[config.mk]
export PLATFORM = sky130hd
export DESIGN_NAME = rvg_fifo
export DESIGN_NICKNAME = d
export VERILOG_FILES = /design/src/rtl/rvg_pkg.sv /design/src/rtl/rvg_fifo.sv
export SDC_FILE = /design/constraint.sdc
export NUM_CORES = 1
export LEC_CHECK = 0
export BUFFER_PORTS_ARGS = -buffer_cell sky130_fd_sc_hd__buf_2
export CAP_MARGIN = 20
export CORE_MARGIN = 8
export CORE_UTILIZATION = 50
export CTS_CLUSTER_SIZE = 24
export DETAILED_ROUTE_END_ITERATION = 7
export PLACE_DENSITY = 0.87
export SYNTH_ARGS = -nofsm -noshare
export SYNTH_HDL_FRONTEND = slang
export SYNTH_SLANG_ARGS = --single-unit
[constraint.sdc]
create_clock -name i_clk -period 19.9 [get_ports i_clk]
set_clock_uncertainty 0.15 [all_clocks]
set_input_delay 1.99 -clock i_clk [delete_from_list [all_inputs] [get_ports i_clk]]
set_output_delay 1.99 -clock i_clk [all_outputs]
set_load 0.005 [all_outputs]
[src/rtl/rvg_pkg.sv]
// Shared types, constants and the quarter-wave sine table for the ring vertex generator.
// No dependencies; every other file in rtl/ imports this package.
package rvg_pkg;

    localparam int MAX_SEGMENTS     = 64;
    localparam int SINE_TABLE_DEPTH = 256;
    localparam int SINE_IDX_W       = $clog2(SINE_TABLE_DEPTH);

    // segment counter and configuration widths
    localparam int SEG_W   = 7;
    localparam int STEP_W  = 16;   // phase wraps mod 2^16, so bit 16 of the step is dropped
    localparam int CFG_IDX_W  = 2;
    localparam int CFG_DATA_W = 17;

    localparam logic [CFG_IDX_W-1:0] CFG_SEGMENT_COUNT = 2'd0;
    localparam logic [CFG_IDX_W-1:0] CFG_ANGLE_STEP    = 2'd1;

    localparam logic [SEG_W-1:0]  SEG_COUNT_RESET  = 7'd16;
    localparam logic [STEP_W-1:0] ANGLE_STEP_RESET = 16'd4096;

    // basis vector widths: P in [-1, 1] Q2.16, Q up to about 2^32, W clamped to +/-2^32
    localparam int PW = 18;
    localparam int QW = 35;
    localparam int WW = 34;
    localparam logic signed [PW-1:0] ONE_Q16 = 18'sd65536;

    // iterative unit step counts
    localparam int SQRT_STEPS = 32;
    localparam int DIV_STEPS  = 17;
    localparam int CNT_W      = $clog2(SQRT_STEPS);

    localparam int FIFO_DEPTH = 2;

    typedef struct packed {
        logic signed [31:0] center_x;
        logic signed [31:0] center_y;
        logic signed [31:0] center_z;
        logic signed [31:0] direction_x;
        logic signed [31:0] direction_y;
        logic signed [31:0] direction_z;
        logic        [30:0] radius;
        logic        [15:0] base_index;
    } t_ring_in;

    typedef struct packed {
        logic        [15:0] point_index;
        logic signed [31:0] point_x;
        logic signed [31:0] point_y;
        logic signed [31:0] point_z;
        logic               last_point;
    } t_ring_out;

    // one ring, ready for point generation
    typedef struct packed {
        logic signed [31:0]   center_x;
        logic signed [31:0]   center_y;
        logic signed [31:0]   center_z;
        logic        [30:0]   radius;
        logic        [15:0]   base_index;
        logic signed [PW-1:0] p_x;
        logic signed [PW-1:0] p_z;
        logic signed [QW-1:0] q_x;
        logic signed [QW-1:0] q_y;
        logic signed [QW-1:0] q_z;
    } t_ring_job;

    typedef enum logic [3:0] {
        F_IDLE,
        F_SQUARE,
        F_SUM,
        F_SQRT,
        F_DIV_INIT,
        F_DIV,
        F_BASIS,
        F_CROSS,
        F_SHIFT,
        F_PUSH
    } t_front_state;

    typedef logic [15:0] t_sine_rom [SINE_TABLE_DEPTH];

    // round(65536*sin(pi/2*k/DEPTH)) from a Q2.30 Taylor series, clamped to 16 bits
    function automatic logic [15:0] sine_entry(input int unsigned k);
        logic [63:0] a;
        logic [63:0] a2;
        logic [63:0] term;
        logic [63:0] sum;
        logic [63:0] val;
        a    = 64'd1686629713 * 64'(k) / 64'(SINE_TABLE_DEPTH);
        a2   = (a * a) >> 30;
        term = a;
        sum  = a;
        for (int n = 1; n <= 7; n++) begin
            term = (term * a2) >> 30;
            case (n)
                1:       term = term / 64'd6;
                2:       term = term / 64'd20;
                3:       term = term / 64'd42;
                4:       term = term / 64'd72;
                5:       term = term / 64'd110;
                6:       term = term / 64'd156;
                default: term = term / 64'd210;
            endcase
            if ((n & 1) == 1) begin
                sum = sum - term;
            end else begin
                sum = sum + term;
            end
        end
        val = (sum + 64'd8192) >> 14;
        if (val > 64'd65535) begin
            val = 64'd65535;
        end
        return val[15:0];
    endfunction

    function automatic t_sine_rom build_sine_rom();
        t_sine_rom rom;
        for (int k = 0; k < SINE_TABLE_DEPTH; k++) begin
            rom[k] = sine_entry(k);
        end
        return rom;
    endfunction

    localparam t_sine_rom SINE_ROM = build_sine_rom();

endpackage

[src/rtl/rvg_fifo.sv]
// Short ring queue between the basis front end and the point generator.
// Depends on rvg_pkg for the ring type and depth.
module rvg_fifo
    import rvg_pkg::*;
(
    input  logic      i_clk,
    input  logic      i_rst_n,
    input  logic      i_push,
    input  t_ring_job i_data,
    input  logic      i_pop,
    output t_ring_job o_data,
    output logic      o_full,
    output logic      o_empty
);

    localparam int PTR_W = $clog2(FIFO_DEPTH);
    localparam int FCNT_W = $clog2(FIFO_DEPTH + 1);

    t_ring_job          r_mem [FIFO_DEPTH];
    logic [PTR_W-1:0]   r_wptr, r_rptr;
    logic [FCNT_W-1:0]  r_count;

    assign o_full  = (r_count == FCNT_W'(FIFO_DEPTH));
    assign o_empty = (r_count == '0);
    assign o_data  = r_mem[r_rptr];

    always_ff @(posedge i_clk) begin
        if (i_push) begin
            r_mem[r_wptr] <= i_data;
        end
    end

    always_ff @(posedge i_clk) begin
        if (!i_rst_n) begin
            r_wptr  <= '0;
            r_rptr  <= '0;
            r_count <= '0;
        end else begin
            if (i_push) begin
                r_wptr <= (r_wptr == PTR_W'(FIFO_DEPTH - 1)) ? '0 : r_wptr + 1'b1;
            end
            if (i_pop) begin
                r_rptr <= (r_rptr == PTR_W'(FIFO_DEPTH - 1)) ? '0 : r_rptr + 1'b1;
            end
            r_count <= r_count + FCNT_W'(i_push) - FCNT_W'(i_pop);
        end
    end

    a_no_push_full: assert property (@(posedge i_clk) disable iff (!i_rst_n)
        i_push |-> !o_full) else $error("ring queue overflow");
    a_no_pop_empty: assert property (@(posedge i_clk) disable iff (!i_rst_n)
        i_pop |-> !o_empty) else $error("ring queue underflow");

endmodule

* After elaboration in Yosys (flattened, before gate mapping)
Memory sizes are Yosys's and may differ from the RTL's. A register that Yosys moved wholly into a read port is not among the register bits. Index checks and enable logic that the tools add are counted.
Storage, ports and cells: register bits after elaboration 4, memory bits (writable) 568, output and inout bits 286, memories 1
Operators by class: add/sub/neg operators 4, equality and inequality tests 1, muxes and demuxes 6, reduce and logical (&&, ||, !) cells 1
Memory list:
- r_mem | depth 2, bits a word 284, read ports 1, clocked after Yosys merged registers in 1, write ports 1, RTL line rvg_fifo.sv:19 | t_ring_job r_mem [FIFO_DEPTH];
Operator list (count):
- 1-bit two-way mux | 6
- 1-bit adder, second input constant | 2
- 2-bit by 1-bit adder with 2-bit output | 1
- 2-bit equality test, second input constant | 1
- 2-bit zero test | 1
- 2-bit by 1-bit subtractor with 2-bit output | 1

* Longest topological paths before layout
depth in word-level cells 4, gate-level depth with buffers 6

* Least setup slack after synthesis
Ideal clock, no wire load.
path type input-to-reg, from in i_push, to reg r_wptr, setup time 0.117 ns, arrival time 15.151 ns, slack 4.482 ns, stages on the path 2, path buffers 0, cells stage by stage nor2b_1 > o21a_1
RTL lines:
- start: declaration | RTL line rvg_fifo.sv:8 | input logic i_push,
- end signal: assignment | RTL line rvg_fifo.sv:40 | r_wptr <= (r_wptr == PTR_W'(FIFO_DEPTH - 1)) ? '0 : r_wptr + 1'b1;
- end: declaration | RTL line rvg_fifo.sv:20 | logic [PTR_W-1:0] r_wptr, r_rptr;

==> reports/metrics.csv <==
metric;value;unit
outcome;complete, no violations;
Worst Setup Slack, final;13.76;ns
slew margin rel.;13.1;%
Hold Fails Final Rpt;0;
adder-cell area share of the yosys netlist;0.115;%
Post-Syn Nets;1195;
CP max FO;138;
ranking of synthesized cells by area;edfxtp_1 78%, mux2_4 18%, mux2_2 1.2%;
Pwr per Cell Area;102;nW/µm²
leakage power total;10.7;nW
Layout area overhead;23.5;%
Synth cell types;16;
Root Driver;clkbuf_16;
Post-Syn Area;21900;µm²
fin crit share;30.8;%
mux cell area share after synthesis;19.1;%
Synth area leader;edfxtp_1;
count leader, synth;edfxtp_1;
DIE AREA;50700;µm²
Post-CTS Setup Bufs;0;
hold path startpoint;r_rptr;
crit path launch type;flip-flop;
Mapped Cells;905;
Hold Crit Class;reg -> reg;
Initial Util;50.7;%
H-tree depth;2;
Final min period;6.14;ns
Final Max Tran Viols;0;
Port Buffers;573;
total of max-cap violations;0;
gpl congestion;0.795;
setup violators final;0;
Die H;225;µm
Setup Slack @ Placement;14.47;ns
most common library cells after synthesis;568 x edfxtp_1, 260 x mux2_4, 24 x mux2_2;
setup TNS;0;ns
Tot Pwr;2.75;mW
fmax;163;MHz
number of fill cells;2857;
Vias;10914;
Pre-Repair DR Iteration Count;5;
TritonCTS Sinks;573;
WL final;51700;µm
Via density;5.07;
count of hold-fix buffers inserted at cts;0;
Tightest Pin Transition;1.30;ns
Most used DFF post-synth;edfxtp_1;
Syn Area/Cell;24.1;µm²
CP endpoint kind;primary output;
largest net degree at the start of global routing;186;
Nets;1800;
post-synthesis compound-gate area fraction;0.0344;%
Core Area;43100;µm²
standard-cell row count;76;
CTS tree;yes;
first-pass GRT wire length;73800;µm
DRC Markers;0;
layout cells sized above 1;61.4;%
Reg-to-Reg Start;r_wptr;
largest family of logic cells by synthesized area;multiplexers;
chip width;225;µm
Worst-Skew Late Latency;0.58;ns
Ports;574;
detailed-route wire length per cell;24.0;µm
worst-case clock buffer depth;3;
Congestion Overflow GR;0;
Seq/Total Area, Yosys;78.5;%
Post-synth EDFFs;568;
Critical Path RT;17.76;ns
vias in the first global route;11819;
Peak supply drop;0.000140;V
Warnings, synthesis;0;
xor/xnor cell area share of the yosys netlist;0.143;%
total track usage;19.5;%
initial antenna violation count;23;
post_cts resized;0;
FFs w/ async S/R, synth;0;%
simple-gate area share of the yosys netlist;0.246;%
post-synth top area share;78.0;%
register bit total from synthesis;573;
First DRT Iteration DRCs;812;
Final ANT Viol Nets;0;
clock-pin slew on the worst setup and hold paths;0.06;ns
Arr. time, crit path;4.00;ns
kind of critical path;reg -> out;
cts bufs inserted;55;
detailed-placement wirelength estimate;35600;µm
worst hold slack;0.444;ns
RSZ-0062 raised after global routing;no;
-- worst max-delay path, cell delays in order, from the launching register on --
cell and delay, ns:
dfxtp_4 0.91, buf_4 0.86, buf_12 0.68, mux2_4 0.37, buf_2 0.15
-- layout make-up --
cell class	count	area [µm²]	area share (%)
clock inverter	40	359	1.33
timing repair buffer	580	2960	11.0
inverter	2	7.51	0.0278
antenna	13	32.5	0.121
sequential	573	17200	63.6
tap	585	732	2.71
multi-input combinational	298	4300	15.9
clock buffer	62	1450	5.35
-- sequential cells by signal (all words and copies together) (netlist names), named ones only --
signal   cells
r_mem      568
r_wptr       1
r_rptr       1
r_count      2
-- report_power, final --
group	switching [mW]	total [mW]	internal [mW]
Combinational	0.136	0.296	0.159
Sequential	0.0224	1.42	1.40
Clock	0.433	1.03	0.600
Total	0.592	2.75	2.16
-- routing by layer --
layer  global-route usage, %  part of all wire, %
met1                    19.9                   34
met5                       0                 0.22
met4                    8.25                  3.3
met3                    8.43                   11
met2                    34.5                   52
-- metrics by stage --
stage	instances	area, µm²	util, %
floorplan	905	21900	-
global placement	2038	25200	58.4
detailed placement	2038	25200	58.4
CTS	2140	27000	62.6
global route	2148	27000	62.6
finish	2153	27000	62.7
-- logic make-up (layout without fill, tap and decap cells) --
group	Yosys count	in the layout
compound gates	1	1
xor+xnor	2	2
fa+ha+maj	2	2
buf+inv	34	684
flops	573	573
mux	284	284
other cells	0	13
simple gates	9	9
-- path summary, 6_finish.rpt --
| kind | to | slack (ns) | depth (start not counted) |
|---|---|---|---|
| setup / recovery | o_data[137] | 13.76 | 4 |
| hold / removal | flip-flop | 0.44 | 2 |
| setup reg to reg | r_mem[0][248] | 17.09 | 2 |
| hold reg to reg | flip-flop | 0.44 | 2 |
-- cells in the final DEF, fill, tap and decap left out --
cell type     n
clkbuf_1      5
nor2_1        1
buf_2       573
clkinv_2     18
inv_6         1
edfxtp_1    568
inv_1         2
buf_4         4
ha_1          2
nor2b_4       1
bufinv_16     6
diode_2      13
o21a_1        1
mux2_2       24
dfxtp_4       1
dfxtp_1       4
clkbuf_16    57
xor2_1        1
clkinv_1     10
and2_4        1
clkinvlp_4    1
clkinv_4      4
nor2b_1       3
xnor3_1       1
buf_12        3
and2_1        3
mux2_4      260
No activity file was read; power rests on OpenSTA's default activity.
